--- src/hw/rtl/bmp_rle_decoder_assert.svh ---
// ----------------------------------------------------------------------------
// BMP RLE decoder assertion macros
// Shared forms for the concurrent checks of the decoder, clocked on clk and
// disabled while rst_n is low.
// ----------------------------------------------------------------------------
`ifndef BMP_RLE_DECODER_ASSERT_SVH
`define BMP_RLE_DECODER_ASSERT_SVH

// The consequent must hold in the same cycle as the antecedent.
`define BMP_RLE_ASSERT_SAME(label, ante, cons) \
    label: assert property (@(posedge clk) disable iff (!rst_n) (ante) |-> (cons)) \
        else $error("bmp_rle_decoder: same-cycle check failed");

// The consequent must hold in the cycle after the antecedent.
`define BMP_RLE_ASSERT_NEXT(label, ante, cons) \
    label: assert property (@(posedge clk) disable iff (!rst_n) (ante) |=> (cons)) \
        else $error("bmp_rle_decoder: next-cycle check failed");

`endif

--- src/hw/rtl/bmp_rle_pkg.sv ---
// ----------------------------------------------------------------------------
// BMP RLE decoder package
// Result kinds, escape codes, register indexes and the command record that
// travels from the parser to the output stage.
// ----------------------------------------------------------------------------
package bmp_rle_pkg;

    typedef logic [1:0] kind_t;

    localparam kind_t KIND_RUN        = 2'd0;
    localparam kind_t KIND_END_OF_BMP = 2'd1;
    localparam kind_t KIND_TRUNCATED  = 2'd2;

    localparam logic [7:0] ESC_END_OF_LINE = 8'd0;
    localparam logic [7:0] ESC_END_OF_BMP  = 8'd1;
    localparam logic [7:0] ESC_DELTA       = 8'd2;

    // Register index, taken from paddr[2].
    localparam logic REG_RLE4_MODE     = 1'b0;
    localparam logic REG_SIGNED_HEIGHT = 1'b1;

    localparam int QUEUE_DEPTH = 4;
    localparam int QUEUE_PTR_W = 2;

    // One entry per byte that produces results: an optional pixel run taken
    // at the cursor before the byte, then an optional status at the cursor
    // after it.
    typedef struct packed {
        logic               has_run;
        logic [15:0]        run_x;
        logic signed [16:0] run_y;
        logic [7:0]         run_len;
        logic [7:0]         run_even;
        logic [7:0]         run_odd;
        logic               has_stat;
        kind_t              stat_kind;
        logic [15:0]        stat_x;
        logic signed [16:0] stat_y;
    } rle_cmd_t;

    typedef struct packed {
        logic not_empty;
        logic has_space;
    } queue_stat_t;

endpackage

--- src/hw/rtl/bmp_rle_queue.sv ---
// ----------------------------------------------------------------------------
// BMP RLE decoder command queue
// Small first-in first-out buffer between the parser and the output stage.
// ----------------------------------------------------------------------------
module bmp_rle_queue
    import bmp_rle_pkg::*;
(
    input  logic        clk,
    input  logic        rst_n,
    input  logic        push,
    input  rle_cmd_t    cmd_in,
    input  logic        pop,
    output rle_cmd_t    cmd_out,
    output queue_stat_t stat
);

    rle_cmd_t                 mem_reg [QUEUE_DEPTH];
    logic [QUEUE_PTR_W-1:0]   wr_ptr_reg, wr_ptr_next;
    logic [QUEUE_PTR_W-1:0]   rd_ptr_reg, rd_ptr_next;
    logic [QUEUE_PTR_W:0]     count_reg, count_next;

    assign cmd_out        = mem_reg[rd_ptr_reg];
    assign stat.not_empty = (count_reg != '0);
    assign stat.has_space = (count_reg != (QUEUE_PTR_W + 1)'(QUEUE_DEPTH));

    always_comb
    begin
        wr_ptr_next = push ? wr_ptr_reg + 1'b1 : wr_ptr_reg;
        rd_ptr_next = pop ? rd_ptr_reg + 1'b1 : rd_ptr_reg;
        count_next  = count_reg + (QUEUE_PTR_W + 1)'(push) - (QUEUE_PTR_W + 1)'(pop);
    end

    always_ff @(posedge clk)
    begin
        if (push)
            mem_reg[wr_ptr_reg] <= cmd_in;
    end

    always_ff @(posedge clk or negedge rst_n)
    begin
        if (!rst_n)
        begin
            wr_ptr_reg <= '0;
            rd_ptr_reg <= '0;
            count_reg  <= '0;
        end
        else
        begin
            wr_ptr_reg <= wr_ptr_next;
            rd_ptr_reg <= rd_ptr_next;
            count_reg  <= count_next;
        end
    end

endmodule

--- config.mk ---
export PLATFORM = sky130hd
export DESIGN_NAME = bmp_rle_queue
export DESIGN_NICKNAME = d
export VERILOG_FILES = /design/src/hw/rtl/bmp_rle_decoder_assert.svh /design/src/hw/rtl/bmp_rle_pkg.sv /design/src/hw/rtl/bmp_rle_queue.sv
export SDC_FILE = /design/constraint.sdc
export NUM_CORES = 1
export LEC_CHECK = 0
export BUFFER_PORTS_ARGS = -buffer_cell sky130_fd_sc_hd__buf_2
export CAP_MARGIN = 20
export CORE_ASPECT_RATIO = 1.25
export CORE_MARGIN = 2
export CORE_UTILIZATION = 51
export CTS_CLUSTER_DIAMETER = 30
export DETAILED_ROUTE_END_ITERATION = 8
export GPL_TIMING_DRIVEN = 0
export MAX_ROUTING_LAYER = met4
export PLACE_DENSITY = 0.71
export SLEW_MARGIN = 30
export SYNTH_ARGS = -nofsm -noshare
export SYNTH_HDL_FRONTEND = slang
export SYNTH_SLANG_ARGS = --single-unit
--- constraint.sdc ---
create_clock -name clk -period 3.2 [get_ports clk]
set_input_delay 0.64 -clock clk [delete_from_list [all_inputs] [get_ports clk]]
set_output_delay 0.64 -clock clk [all_outputs]
set_load 0.02 [all_outputs]
==> results.ini, run 1 <==
[layout]
design_area_sq_um=17400
drive_gt1_frac=0.495
largest_register_ffs=376
fin_nets=892
syn_to_final_growth_pct=24.7
utilization=0.648
fillerInstances=1760

[timing]
hold_viol=0
fmax_ghz=0.355
finalCritPeriodShare=0.881
tightestPinTransition_ns=0.742
finClkSkew_ns=0.00768
slew_violations=0
post-route-min-period_ns=2.82
setup_tns_ns=0
relSlewSlack=0.505
setup_viol=0
grt_setup_unrepaired=false

[synthesis]
synth_ff_type=edfxtp_1
yosysUniqueCellTypes=19
synthTopCellsByArea=edfxtp_1 81%, mux4_2 15%, dfrtp_1 1.3%, buf_12 0.57%, ha_1 0.54%
synth_top_area_frac=0.807
yosysMostFrequentCell=edfxtp_1
synthCells=527
avgSynthCellArea_sq_um=26.5
ys_seq_area_frac=0.820
synth_edf_count=376
syn-cell-area_sq_um=14000
synth_top_area_cell=edfxtp_1
ys_ff_latch=383
yosysWarningCount=0
synth_fp_nets=632
async_flop_share=0.0183
synth_common_cells=376 x edfxtp_1, 94 x mux4_2, 8 x buf_2

[min_path]
hold_class=in2reg

[die]
ios=194
start_util=0.520
rows=67
die_h_um=189
die-width_um=152
core-area_sq_um=26900
die-area_sq_um=28800

[place]
gp_congestion=0.754
place_area_sq_um=15600
hpwl_um=16000
io_buffers=193

[routing]
wl_met3_um=1770
via_per_inst=5.46
dr.pass1.iters=4
wl_met1_um=9690
vias=6437
drtIter0Drc=355
drt-total-wl_um=25700
wl_per_cell_um=21.8
ant_nets=0
highest_layer=met4
drc=0
wl_met2_um=13700

[worst_setup_path]
max_stage_delay_ns=0.58
slowest_stage=clkbuf_1
critPathCaptureType=output port
critPathArrivalTime_ns=2.18
cpMostUsedCell=buf_2
critPathKind=reg2out
startpoint_type=flip-flop
crit_chain=buf_2 -> clkbuf_1 -> mux4_2 -> buf_2
path_max_fanout=10
cp.required_ns=2.56

[pwr]
cellPowerDensity_nw_per_um2=1020
leakage_uw=0.00610
max-vdd-ir-drop_v=0.000711

[clock_tree]
root_buffer=clkbuf_16
cts_tree=yes
cts.sinks=383
cts_made_buffers=54
clockBufferDepth=3
clk_pin_slew_ns=0.05
htreeDepth=2
clk_latency_ns=0.55
cts_setup_buffers=0

[global_route]
grt_pass1_wl_um=39700
grt-ovfl-total=0
grt_max_degree=42
grt_usage=0.187
grt_pass1_vias=7158
antenna_found_initial=2

[job]
maxCapViolations=0

[status]
status=finished clean

cells by family after synthesis:
group	synth area share
buffers and inverters	0.0156
AOI/OAI and AO/OA	0.000357
adders and majority gates	0.00680
xor gates and xnor gates	0.00313
DFF	0.820
muxes	0.151
and+or+nand+nor	0.00331
routing by layer:
layer / vias up / GRT usage
met5: - / -
met1: 3352 / 0.217
met2: 228 / 0.322
met4: 0 / 0.0557
li1: 2817 / -
met3: 40 / 0.0501
power by group:
part,total (uW),switching [uW],leakage (uW),internal [uW]
registers,6770,210,0.00354,6560
logic,5250,3030,0.00169,2220
clock network,5750,2220,0.000879,3530
metrics by stage:
stage	setup WS, ns	power, uW	hold slack [ns]	cells
after floorplan	0.944	10500	0.344	527
after global placement	-0.0679	12000	0.473	1065
after detailed placement	0.919	12200	0.492	1075
after CTS	0.305	18000	0.273	1177
after global routing	0.247	18500	0.279	1179
final	0.381	17800	0.304	1179
placed cells by master (no fill, tap or decap), types with 7 or more instances in the layout:
| master | instances |
|---|---|
| buf_12 | 12 |
| buf_2 | 201 |
| clkbuf_1 | 10 |
| clkbuf_16 | 55 |
| dfrtp_1 | 7 |
| edfxtp_1 | 376 |
| inv_6 | 11 |
| mux4_2 | 94 |
what timing repair did:
item,CTS,global route
hold buffers,1,0
resized for setup,0,0
endpoints found under the hold margin,7,0
worst max-delay path, delay by kind of cell (launching register included):
kind	cells	cell delay (ns)
mux	1	0.42
flops	1	0.32
buf+inv	3	0.90
final timing paths:
kind	start	endpoint	slack, ns	depth (start not counted)
worst min-delay path	cmd_in[63]	mem_reg[2][63]$_DFFE_PP_	0.30	1
worst min register to register	wr_ptr_reg[0]$_DFFE_PN0P_	wr_ptr_reg[0]$_DFFE_PN0P_	0.55	1
worst max-delay path	rd_ptr_reg[1]$_DFFE_PN0P_	cmd_out[86]	0.38	4
min in group asynchronous	rst_n	count_reg[1]$_DFF_PN0_	0.49	2
max in group asynchronous	rst_n	count_reg[2]$_DFF_PN0_	2.55	2
worst max register to register	wr_ptr_reg[0]$_DFFE_PN0P_	mem_reg[2][83]$_DFFE_PP_	1.32	5
area by class of cell:
class,instances,area (sq um),area share
clock buffer,64,1430,0.0820
buffer,22,195,0.0112
clock inverter,37,384,0.0220
timing repair buffer,204,1190,0.0683
antenna,2,5.00,0.000287
sequential,383,11500,0.657
tap,345,432,0.0247
inverter,6,22.5,0.00129
multi-input combinational,116,2320,0.133
No activity file was read; power rests on OpenSTA's default activity.
==> run 2: changes to the inputs <==
--- a/config.mk
+++ b/config.mk
@@ -9,12 +9,12 @@
 export CAP_MARGIN = 20
 export CORE_ASPECT_RATIO = 1.25
 export CORE_MARGIN = 2
-export CORE_UTILIZATION = 51
+export CORE_UTILIZATION = 57
 export CTS_CLUSTER_DIAMETER = 30
 export DETAILED_ROUTE_END_ITERATION = 8
 export GPL_TIMING_DRIVEN = 0
 export MAX_ROUTING_LAYER = met4
-export PLACE_DENSITY = 0.71
+export PLACE_DENSITY = 0.75
 export SLEW_MARGIN = 30
 export SYNTH_ARGS = -nofsm -noshare
 export SYNTH_HDL_FRONTEND = slang
==> constraint.sdc (replaced) <==
create_clock -name clk -period 2.8 [get_ports clk]
set_input_delay 0.56 -clock clk [delete_from_list [all_inputs] [get_ports clk]]
set_output_delay 0.56 -clock clk [all_outputs]
set_load 0.02 [all_outputs]
==> results.ini, run 2 (synthesis results as in run 1) <==
[status]
status=finished clean

[worst_setup_path]
startpoint_type=flip-flop
cp_num_buf_inv=3  ; unchanged
critPathCaptureType=output port
crit_start=rd_ptr_reg[1]$_DFFE_PN0P_
cpMostUsedCell=buf_2
crit_chain=buf_2 -> clkbuf_1 -> mux4_2 -> buf_2
ff2ff_path_depth=5  ; unchanged
slowest_stage=clkbuf_1
cpLargestDelayFamily=buffers and inverters
critPathKind=reg2out
max_stage_delay_ns=0.50  ; -0.08 ns
reg2reg_from=wr_ptr_reg[0]$_DFFE_PN0P_
critPathArrivalTime_ns=2.13  ; -0.05 ns
cp.required_ns=2.24  ; -0.32 ns
cp_num_cells=4  ; unchanged
path_max_fanout=10  ; unchanged

[pwr]
max-vdd-ir-drop_v=0.000971  ; +37%
cellPowerDensity_nw_per_um2=1160  ; +14%
leakage_uw=0.00601  ; -1.5%

[layout]
layout_commonest_cell=edfxtp_1
final_cell_mix=376 x edfxtp_1, 197 x buf_2, 94 x mux4_2
syn_to_final_growth_pct=23.4
largest_register_ffs=376  ; unchanged
drive_gt1_frac=0.483  ; -0.0123
fin_cells=1148  ; -2.6%
fin_nets=884  ; -0.90%

[die]
die-width_um=144  ; -5.3%
core-area_sq_um=24300  ; -9.8%
start_util=0.577  ; +0.0567
die-area_sq_um=25800  ; -10%
die_h_um=179  ; -5.3%
ios=194  ; unchanged
rows=64  ; -4.5%

[min_path]
min-delay-start=cmd_in[25]
hold_path_depth=1  ; unchanged
hold_class=in2reg

[routing]
drt-total-wl_um=25300  ; -1.3%
via_per_inst=5.51  ; +0.88%
ant_nets=0  ; unchanged
dr.pass1.iters=4  ; unchanged
drc=0  ; unchanged
wl_per_cell_um=22.1  ; +1.4%
vias=6323  ; -1.8%
drtIter0Drc=327  ; -7.9%

[global_route]
grt-ovfl-total=0  ; unchanged
grt_max_degree=42  ; unchanged
grt_pass1_wl_um=37700  ; -5.2%
antenna_found_initial=1  ; -1
grt_pass1_vias=6619  ; -7.5%
grt_usage=0.204  ; +0.0172

[clock_tree]
cts_setup_buffers=0  ; unchanged
htreeDepth=2  ; unchanged
clockBufferDepth=3  ; unchanged
cts.sinks=383  ; unchanged
cts_tree=yes
clk_latency_ns=0.53  ; -0.02 ns
root_buffer=clkbuf_16
clk_pin_slew_ns=0.06  ; about the same
cts_made_buffers=48  ; -11%

[timing]
setup_viol=0  ; unchanged
finClkSkew_ns=0.00984  ; +0.00216 ns
post-route-min-period_ns=2.69
slew_violations=0  ; unchanged
grt_setup_unrepaired=false
setup_tns_ns=0  ; unchanged
relSlewSlack=0.567  ; +0.0624
hold_viol=0  ; unchanged
finalCritPeriodShare=0.959
fmax_ghz=0.372
tightestPinTransition_ns=0.649  ; -0.0935 ns

[place]
io_buffers=193  ; unchanged
hpwl_um=15700  ; -1.8%
placed_cells=1058  ; -1.6%
gp_congestion=0.767  ; +1.7%

[job]
maxCapViolations=0  ; unchanged

==> run 2: cell types whose count changed in the layout (fill, tap and decap cells not counted), moves of 5 or more <==
cell       previous run  this run
buf_12               12         7
clkbuf_16            55        49
inv_8                 5         0
bufinv_16             3         8
inv_6                11         4
clkinv_1              2         7
==> run 2: area by class of cell <==
| cell class | instances | area, sq um |
|---|---|---|
| plain buffers | 22 | 205 |
| repair buffers | 202 | 1170 |
| well taps | 330 | 413 |
| fillers | 1408 | 7000 |
| clock buffers | 53 | 1240 |
| flip-flops and latches | 383 | 11500 |
| inverters | 6 | 22.5 |
| diodes | 2 | 5.00 |
| multi-input cells | 116 | 2320 |
| clock inverters | 34 | 418 |
==> run 2: power by group <==
| part | switching (uW) | internal, uW |
|---|---|---|
| sequential | 249 | 7490 |
| combinational | 3450 | 2540 |
| clock | 2260 | 3960 |
| total | 5960 | 14000 |
==> run 2: what timing repair did <==
| action | CTS | global route |
|---|---|---|
| gates resized for setup | 4 | 1 |
| endpoints found under the setup margin | 12 | 9 |
| hold buffers | 1 | 0 |
| hold endpoints to repair | 7 | 0 |
==> run 2: worst paths after layout <==
kind,endpoint,slack [ns]
hold reg to reg,wr_ptr_reg[0]$_DFFE_PN0P_,0.54
min in group asynchronous,count_reg[1]$_DFF_PN0_,0.40
setup / recovery,cmd_out[87],0.11
setup reg to reg,mem_reg[0][47]$_DFFE_PP_,0.73
max in group asynchronous,wr_ptr_reg[0]$_DFFE_PN0P_,2.24
hold / removal,mem_reg[0][25]$_DFFE_PP_,0.24
==> run 2: through the flow <==
| step | setup slack (ns) | instance area [sq um] | utilization | hold slack [ns] | power (uW) |
|---|---|---|---|---|---|
| after floorplan | 0.577 | 14000 | - | 0.264 | 11900 |
| after global placement | -0.343 | 15400 | 0.634 | 0.393 | 13700 |
| after detailed placement | 0.538 | 15600 | 0.642 | 0.405 | 13900 |
| after CTS | 0.0699 | 17300 | 0.711 | 0.226 | 20200 |
| after global routing | 0.00333 | 17300 | 0.711 | 0.228 | 20800 |
| final | 0.115 | 17300 | 0.711 | 0.242 | 20000 |
==> run 2: worst register-to-register path, delay by kind of cell (launching register included) <==
family                     cells  cell delay, ns
adders and majority gates      1            0.16
and+or+nand+nor                1            0.50
DFF                            1            0.42
buffers and inverters          3            0.64
==> run 2: layer usage <==
metal | track usage | part of all wire | up-vias
met3 | 0.0483 | 0.061 | 46
li1 | - | - | 2794
met5 | - | 0 | -
met1 | 0.247 | 0.38 | 3266
met2 | 0.343 | 0.54 | 217
met4 | 0.0684 | 0.025 | 0
