--- src/hw/rtl/bmp_rle_decoder_assert.svh ---
// ----------------------------------------------------------------------------
// BMP RLE decoder assertion macros
// Shared forms for the concurrent checks of the decoder, clocked on clk and
// disabled while rst_n is low.
// ----------------------------------------------------------------------------
`ifndef BMP_RLE_DECODER_ASSERT_SVH
`define BMP_RLE_DECODER_ASSERT_SVH

// The consequent must hold in the same cycle as the antecedent.
`define BMP_RLE_ASSERT_SAME(label, ante, cons) \
    label: assert property (@(posedge clk) disable iff (!rst_n) (ante) |-> (cons)) \
        else $error("bmp_rle_decoder: same-cycle check failed");

// The consequent must hold in the cycle after the antecedent.
`define BMP_RLE_ASSERT_NEXT(label, ante, cons) \
    label: assert property (@(posedge clk) disable iff (!rst_n) (ante) |=> (cons)) \
        else $error("bmp_rle_decoder: next-cycle check failed");

`endif

--- src/hw/rtl/bmp_rle_pkg.sv ---
// ----------------------------------------------------------------------------
// BMP RLE decoder package
// Result kinds, escape codes, register indexes and the command record that
// travels from the parser to the output stage.
// ----------------------------------------------------------------------------
package bmp_rle_pkg;

    typedef logic [1:0] kind_t;

    localparam kind_t KIND_RUN        = 2'd0;
    localparam kind_t KIND_END_OF_BMP = 2'd1;
    localparam kind_t KIND_TRUNCATED  = 2'd2;

    localparam logic [7:0] ESC_END_OF_LINE = 8'd0;
    localparam logic [7:0] ESC_END_OF_BMP  = 8'd1;
    localparam logic [7:0] ESC_DELTA       = 8'd2;

    // Register index, taken from paddr[2].
    localparam logic REG_RLE4_MODE     = 1'b0;
    localparam logic REG_SIGNED_HEIGHT = 1'b1;

    localparam int QUEUE_DEPTH = 4;
    localparam int QUEUE_PTR_W = 2;

    // One entry per byte that produces results: an optional pixel run taken
    // at the cursor before the byte, then an optional status at the cursor
    // after it.
    typedef struct packed {
        logic               has_run;
        logic [15:0]        run_x;
        logic signed [16:0] run_y;
        logic [7:0]         run_len;
        logic [7:0]         run_even;
        logic [7:0]         run_odd;
        logic               has_stat;
        kind_t              stat_kind;
        logic [15:0]        stat_x;
        logic signed [16:0] stat_y;
    } rle_cmd_t;

    typedef struct packed {
        logic not_empty;
        logic has_space;
    } queue_stat_t;

endpackage

--- src/hw/rtl/bmp_rle_front.sv ---
// ----------------------------------------------------------------------------
// BMP RLE decoder front end
// Byte-pair parser: keeps the escape state and the cursor, and turns every
// accepted byte into at most one command for the output queue.
// ----------------------------------------------------------------------------
module bmp_rle_front
    import bmp_rle_pkg::*;
#(
    parameter int COORD_BITS = 16
) (
    input  logic               clk,
    input  logic               rst_n,
    input  logic               restart,
    input  logic               rle4_mode,
    input  logic signed [16:0] signed_height,
    input  logic               in_valid,
    input  logic [7:0]         data_byte,
    input  logic               end_of_data,
    output logic               in_ready,
    input  logic               q_space,
    output logic               push,
    output rle_cmd_t           cmd,
    output logic               finished
);

    localparam int WW = (COORD_BITS + 2 > 18) ? COORD_BITS + 2 : 18;

    localparam logic [2:0] PH_COUNT  = 3'd0;
    localparam logic [2:0] PH_VALUE  = 3'd1;
    localparam logic [2:0] PH_ESCAPE = 3'd2;
    localparam logic [2:0] PH_DX     = 3'd3;
    localparam logic [2:0] PH_DY     = 3'd4;
    localparam logic [2:0] PH_ABS    = 3'd5;
    localparam logic [2:0] PH_PAD    = 3'd6;

    localparam logic [COORD_BITS:0] X_SAT = {1'b0, {COORD_BITS{1'b1}}};
    localparam logic signed [WW-1:0] Y_HI = WW'((64'sd1 <<< COORD_BITS) - 64'sd1);
    localparam logic signed [WW-1:0] Y_LO = WW'(-(64'sd1 <<< COORD_BITS));

    function automatic logic [COORD_BITS:0] clamp_y(input logic signed [WW-1:0] v);
        logic signed [WW-1:0] c;
        if (v > Y_HI)
            c = Y_HI;
        else if (v < Y_LO)
            c = Y_LO;
        else
            c = v;
        return c[COORD_BITS:0];
    endfunction

    function automatic logic [15:0] x_field(input logic [COORD_BITS-1:0] v);
        logic [31:0] w;
        w = 32'(v);
        return w[15:0];
    endfunction

    function automatic logic [16:0] y_field(input logic signed [COORD_BITS:0] v);
        logic signed [32:0] w;
        w = 33'(v);
        return w[16:0];
    endfunction

    logic [2:0]                   phase_reg, phase_next;
    logic [7:0]                   saved_reg, saved_next;
    logic [COORD_BITS-1:0]        x_reg, x_next;
    logic signed [COORD_BITS:0]   y_reg, y_next;
    logic [7:0]                   abs_left_reg, abs_left_next;
    logic                         pad_reg, pad_next;
    logic                         fin_reg, fin_next;

    logic                         accept;
    logic                         h_pos;
    logic signed [WW-1:0]         h_ext;
    logic signed [COORD_BITS:0]   start_y;
    logic [7:0]                   x_amt;
    logic [COORD_BITS:0]          x_sum;
    logic [COORD_BITS-1:0]        x_adv;
    logic [7:0]                   y_amt;
    logic signed [WW-1:0]         y_amt_w;
    logic signed [WW-1:0]         y_sum;
    logic signed [COORD_BITS:0]   y_step;
    logic [7:0]                   abs_len;
    logic [8:0]                   b_plus;
    logic [7:0]                   nib_hi;
    logic [7:0]                   nib_lo;

    assign accept   = in_valid && in_ready;
    assign in_ready = q_space && !restart;
    assign finished = fin_reg;

    // Positive heights run bottom-up from the last row.
    assign h_pos   = !signed_height[16] && (signed_height != 17'sd0);
    assign h_ext   = WW'(signed_height);
    assign start_y = $signed(clamp_y(h_pos ? h_ext - WW'(1) : WW'(0)));

    assign nib_hi = {4'b0000, data_byte[7:4]};
    assign nib_lo = {4'b0000, data_byte[3:0]};
    assign b_plus = {1'b0, data_byte} + 9'd1;
    assign abs_len = (rle4_mode && abs_left_reg >= 8'd2) ? 8'd2 : 8'd1;

    // One shared x adder: run length, delta dx or absolute pixel count.
    always_comb
    begin
        unique case (phase_reg)
            PH_VALUE, PH_DY: x_amt = saved_reg;
            PH_ABS:          x_amt = abs_len;
            default:         x_amt = 8'd0;
        endcase
    end

    assign x_sum = {1'b0, x_reg} + (COORD_BITS + 1)'(x_amt);
    assign x_adv = (x_sum > X_SAT) ? X_SAT[COORD_BITS-1:0] : x_sum[COORD_BITS-1:0];

    // One shared y adder: a single line for end of line, dy for a delta.
    assign y_amt   = (phase_reg == PH_ESCAPE) ? 8'd1 : data_byte;
    assign y_amt_w = $signed(WW'(y_amt));
    assign y_sum   = h_pos ? WW'(y_reg) - y_amt_w : WW'(y_reg) + y_amt_w;
    assign y_step  = $signed(clamp_y(y_sum));

    always_comb
    begin
        phase_next    = phase_reg;
        saved_next    = saved_reg;
        x_next        = x_reg;
        y_next        = y_reg;
        abs_left_next = abs_left_reg;
        pad_next      = pad_reg;
        fin_next      = fin_reg;
        cmd           = '0;

        cmd.run_x = x_field(x_reg);
        cmd.run_y = $signed(y_field(y_reg));

        if (!fin_reg)
        begin
            unique case (phase_reg)
                PH_COUNT:
                begin
                    saved_next = data_byte;
                    phase_next = (data_byte != 8'd0) ? PH_VALUE : PH_ESCAPE;
                end
                PH_VALUE:
                begin
                    cmd.has_run  = 1'b1;
                    cmd.run_len  = saved_reg;
                    cmd.run_even = rle4_mode ? nib_hi : data_byte;
                    cmd.run_odd  = rle4_mode ? nib_lo : data_byte;
                    x_next       = x_adv;
                    phase_next   = PH_COUNT;
                end
                PH_ESCAPE:
                begin
                    phase_next = PH_COUNT;
                    unique case (data_byte)
                        ESC_END_OF_LINE:
                        begin
                            x_next = '0;
                            y_next = y_step;
                        end
                        ESC_END_OF_BMP:
                        begin
                            cmd.has_stat  = 1'b1;
                            cmd.stat_kind = KIND_END_OF_BMP;
                            fin_next      = 1'b1;
                        end
                        ESC_DELTA:
                        begin
                            phase_next = PH_DX;
                        end
                        default:
                        begin
                            // Absolute run; padding keeps the run word aligned.
                            abs_left_next = data_byte;
                            pad_next      = rle4_mode ? b_plus[1] : data_byte[0];
                            phase_next    = PH_ABS;
                        end
                    endcase
                end
                PH_DX:
                begin
                    saved_next = data_byte;
                    phase_next = PH_DY;
                end
                PH_DY:
                begin
                    x_next     = x_adv;
                    y_next     = y_step;
                    phase_next = PH_COUNT;
                end
                PH_ABS:
                begin
                    cmd.has_run  = 1'b1;
                    cmd.run_len  = abs_len;
                    cmd.run_even = rle4_mode ? nib_hi : data_byte;
                    cmd.run_odd  = rle4_mode ? nib_lo : data_byte;
                    x_next       = x_adv;
                    abs_left_next = (abs_left_reg > abs_len) ? abs_left_reg - abs_len : 8'd0;
                    if (abs_left_reg <= abs_len)
                    begin
                        phase_next = pad_reg ? PH_PAD : PH_COUNT;
                        pad_next   = 1'b0;
                    end
                end
                default:
                begin
                    phase_next = PH_COUNT;
                end
            endcase

            if (end_of_data && !fin_next)
            begin
                cmd.has_stat  = 1'b1;
                cmd.stat_kind = KIND_TRUNCATED;
                fin_next      = 1'b1;
            end
        end

        cmd.stat_x = x_field(x_next);
        cmd.stat_y = $signed(y_field(y_next));
    end

    assign push = accept && !fin_reg && (cmd.has_run || cmd.has_stat);

    always_ff @(posedge clk or negedge rst_n)
    begin
        if (!rst_n)
        begin
            phase_reg    <= PH_COUNT;
            saved_reg    <= '0;
            x_reg        <= '0;
            // The height register resets to one row, so the start row is zero.
            y_reg        <= '0;
            abs_left_reg <= '0;
            pad_reg      <= 1'b0;
            fin_reg      <= 1'b0;
        end
        else if (restart)
        begin
            phase_reg    <= PH_COUNT;
            saved_reg    <= '0;
            x_reg        <= '0;
            y_reg        <= start_y;
            abs_left_reg <= '0;
            pad_reg      <= 1'b0;
            fin_reg      <= 1'b0;
        end
        else if (accept)
        begin
            phase_reg    <= phase_next;
            saved_reg    <= saved_next;
            x_reg        <= x_next;
            y_reg        <= y_next;
            abs_left_reg <= abs_left_next;
            pad_reg      <= pad_next;
            fin_reg      <= fin_next;
        end
    end

endmodule

--- config.mk ---
export PLATFORM = sky130hd
export DESIGN_NAME = bmp_rle_front
export DESIGN_NICKNAME = d
export VERILOG_FILES = /design/src/hw/rtl/bmp_rle_decoder_assert.svh /design/src/hw/rtl/bmp_rle_pkg.sv /design/src/hw/rtl/bmp_rle_front.sv
export SDC_FILE = /design/constraint.sdc
export NUM_CORES = 1
export LEC_CHECK = 0
export BUFFER_PORTS_ARGS = -buffer_cell sky130_fd_sc_hd__buf_2
export CAP_MARGIN = 20
export CORE_ASPECT_RATIO = 0.75
export CORE_UTILIZATION = 56
export CTS_CLUSTER_DIAMETER = 60
export DETAILED_ROUTE_END_ITERATION = 10
export GPL_TIMING_DRIVEN = 0
export PLACE_DENSITY = 0.84
export SLEW_MARGIN = 5
export SYNTH_ARGS = -nofsm -noshare
export SYNTH_HDL_FRONTEND = slang
export SYNTH_SLANG_ARGS = --single-unit
--- constraint.sdc ---
create_clock -name clk -period 10.2 [get_ports clk]
set_input_delay 2.55 -clock clk [delete_from_list [all_inputs] [get_ports clk]]
set_output_delay 2.55 -clock clk [all_outputs]
set_load 0.1 [all_outputs]
==> results_dict.tcl <==
set metrics [dict create \
    start_util_pct 58.6 \
    cts_tree "yes" \
    min_period_over_period_pct 98.0 \
    place.detailed.hpwl_mm 15.7 \
    post-route-min-period_ns 9.99 \
    required_time_at_the_worst_slack_endpoint_ns 7.65 \
    ys_ff_latch 54 \
    yosys-mux-area-fraction_pct 1.88 \
    path_max_fanout 10 \
    timing.max_slew.rel_slack_pct 34.7 \
    first_global_vias 5874 \
    worst_setup_margin_ns 0.207 \
    syn_area_per_cell_um2 7.66 \
    floorplan.rows 31 \
    max_stage_delay_ns 0.59 \
    timing.critical_path.slowest_stage_cell "nor3_2" \
    antenna_left 0 \
    ys_async_sr_fraction_pct 100 \
    grt_start_max_net_pins 38 \
    multi_input_area_um2 4100 \
    synthesis.instances 747 \
    critical_path.cell_chain "buf_2 > nor3_2 > a41o_1 > clkbuf_2 > nor2_1 > a21oi_1 > ha_1 > nor2b_1 > o31a_1 > o31ai_4 > a211oi_2 > o311a_2 > buf_6 > o21ai_4 > clkbuf_4 > o21ai_0 > mux2_2 > buf_2" \
    synth_compound_gate_area_share_pct 33.2 \
    post-route-drc-count 0 \
    top_level_ports 129 \
    largest_family_of_logic_cells_by_synthesized_area "compound AO/OA/AOI/OAI gates" \
    power-per-cell-area_nw_per_um2 131 \
    clockBufferDepth 2 \
    cts_inserted_buffers 5 \
    dieHeight_um 89.6 \
    end_kind "output pin" \
    cts_hold_bufs 0 \
    finalWirelength_mm 20.2 \
    clock_skew_ns 0.00982 \
    antenna_cells_inserted 0 \
    grt-ovfl-total 0 \
    pre_cts_ws_ns -0.329 \
    post-route-util_pct 69.2 \
    place.gp.congestion 0.987 \
    placement.io_buffers 125 \
    synth_edf_count 0 \
    hold_path.class "register to register" \
    firstDrtPassIters 5 \
    worst_slew_pin_slew_ns 0.975 \
    clock.fmax_ghz 0.100 \
    adder_and_majority_cell_fraction_of_the_synthesized_area_pct 8.64 \
    vdd_drop_max_v 0.0000689 \
    floorplan.core_area_um2 9770 \
    post_synth_num_cell_types 83 \
    yosys_most_used_dff "dfrtp_1" \
    seq_area_frac_synth_pct 23.6 \
    slew_violations 0 \
    grt_setup_unrepaired "yes" \
    layout.filler_cells 837 \
    cts_root_buf "clkbuf_16" \
    critical_path.top_delay_family "compound AO/OA/AOI/OAI gates" \
    layout.nets 952 \
    design.die.area_um2 10600 \
    timing_worst_setup_path_type "input pin to output pin" \
    wl_per_cell_um 19.9 \
    final_common_cell "buf_2" \
    timing.final.hold_violations 0 \
    gr-usage-all-layers_pct 37.8 \
    critical_path_buf_inv_count 5 \
    layout_cells_sized_above_1_pct 22.3 \
    synthesis_to_finish_area_growth_pct 18.2 \
    grt_first_pass_wirelength_mm 31.4 \
    clkLatencyLatePin_ns 0.30 \
    synth.yosys.warnings 0 \
    mostFrequentLayoutCells "124 x buf_2, 80 x nand2_1, 72 x o21ai_0" \
    antenna_found_initial 0 \
    path_clk_slew_ns 0.07 \
    maxCapViolCount 0 \
    syn-num-nets 815 \
    total_number_of_clock_tree_sinks 54 \
    post_synth_instance_area_um2 5720 \
    launching_element_type_of_the_critical_path "input pin" \
    dieWidth_um 119 \
    post_drt_via_cell_ratio 6.56 \
    largest_register_ff_count 17 \
    dr_iter_0_viols 846 \
    critPathMostFrequentCell "buf_2" \
    leakage_power_summed_over_all_cells_nw 3.28 \
    num_vias 6675 \
    arrival_ns 7.44 \
    yosys.area_share.xor_xnor_pct 5.49 \
    htreeDepth 2 \
    finalSetupViolations 0 \
    outcome "finished, final reports clean" \
    simple_logic_cell_fraction_of_the_synthesized_area_pct 21.8 \
    seqCellArea_um2 1350 \
]
==> layer usage <==
metal / track usage [%] / part of all wire, % / vias up
li1: - / - / 3019
met1: 53.9 / 42 / 3120
met2: 55.8 / 42 / 501
met3: 11.3 / 14 / 35
met4: 9.67 / 1.5 / 0
met5: 0 / 0 / -
==> through the flow <==
step	hold slack [ns]	total power, W	TNS [ns]	cells	cell area, um2
3_5_place_dp	0.490	0.000686	-2.97	1005	6540
5_1_grt	0.541	0.000916	-0.00426	1017	6770
4_1_cts	0.506	0.000872	0	1015	6720
6_report	0.506	0.000885	0	1017	6770
3_3_place_gp	0.479	0.000676	-0.905	1004	6520
2_1_floorplan	0.454	0.000588	0	747	5730
==> power breakdown <==
group	internal [W]	switching (W)	leakage, nW
sequential	0.000228	0.0000177	0.711
clock	0.0000978	0.0000885	0.0729
combinational	0.000119	0.000333	2.50
total	0.000445	0.000440	3.28
==> layout make-up <==
cell class / instances / area share (%)
multi-input combinational: 620 / 60.6
inverter: 32 / 1.78
sequential: 54 / 20.0
timing repair buffer: 130 / 10.1
tap: 132 / 2.44
clock buffer: 6 / 2.05
clock inverter: 2 / 0.185
buffer: 41 / 2.88
==> path summary, 6_finish.rpt <==
path | start | endpoint | slack (ns) | cells after the start
min reg2reg | saved_reg[2]$_DFFE_PN0P_ | saved_reg[2]$_DFFE_PN0P_ | 0.51 | 2
max reg2reg | phase_reg[0]$_DFFE_PN0P_ | y_reg[12]$_DFFE_PN0N_ | 4.86 | 20
max | signed_height[2] | cmd[2] | 0.21 | 18
max in group asynchronous | rst_n | saved_reg[0]$_DFFE_PN0P_ | 7.42 | 2
min | saved_reg[2]$_DFFE_PN0P_ | saved_reg[2]$_DFFE_PN0P_ | 0.51 | 2
min in group asynchronous | rst_n | x_reg[4]$_DFFE_PN0N_ | 2.19 | 1
==> timing repair <==
action | CTS | global route
endpoints found under the setup margin | 15 | 17
hold endpoints to repair | 0 | 0
gates resized for setup | 4 | 7
setup buffers | 2 | 2
gates cloned | 0 | 0
pin swaps | 1 | 0
==> cells in the mapped netlist (3+ instances only) <==
cell type / instances / area [um2]
o221a_2: 3 / 33.8
o21bai_1: 4 / 30.0
mux2_2: 6 / 67.6
a21oi_1: 71 / 355
a22oi_1: 4 / 30.0
o2bb2ai_1: 4 / 35.0
or3_1: 4 / 25.0
fa_1: 3 / 60.1
nor3_1: 17 / 85.1
a32oi_1: 5 / 43.8
a31o_2: 10 / 87.6
nor2_1: 70 / 263
buf_2: 3 / 15.0
dfrtp_1: 54 / 1350
o21a_1: 8 / 60.1
buf_4: 4 / 30.0
o31ai_1: 10 / 75.1
a211oi_1: 9 / 67.6
and2_1: 23 / 144
o211a_1: 4 / 40.0
mux2i_1: 4 / 40.0
nor4_1: 9 / 56.3
a31oi_1: 8 / 50.1
xnor2_1: 22 / 193
nand3_1: 10 / 50.1
o221ai_1: 4 / 35.0
inv_1: 32 / 120
a21o_1: 20 / 150
nand2_1: 80 / 300
ha_1: 33 / 413
o22ai_1: 4 / 25.0
o211ai_1: 4 / 30.0
and3_1: 7 / 43.8
or2_2: 6 / 37.5
o21ai_0: 76 / 380
nor2b_1: 9 / 56.3
clkbuf_1: 32 / 120
xor2_1: 12 / 105
nand2b_1: 3 / 18.8
==> worst reg2reg max path, stage by stage (launching register included) <==
cell      delay, ns
dfrtp_1        0.33
clkbuf_1       0.35
nor2_1         0.18
nand2_1        0.20
clkbuf_1       0.38
nand2_1        0.18
ha_1           0.25
nor2_1         0.18
xor2_1         0.28
ha_1           0.35
a211oi_1       0.35
o211ai_1       0.26
a221oi_2       0.28
buf_4          0.16
o221ai_1       0.12
or2_1          0.30
clkbuf_1       0.21
nor3_1         0.24
clkbuf_4       0.28
a21oi_1        0.08
o221a_2        0.30
==> kinds of logic (layout without fill, tap and decap cells) <==
kind of cell	Yosys count	in the layout
DFF	54	54
buffers and inverters	73	211
xor gates and xnor gates	35	35
AOI/OAI and AO/OA	283	283
muxes	10	10
and+or+nand+nor	254	254
adders and majority gates	38	38
Power figures use the tool's default switching activity.
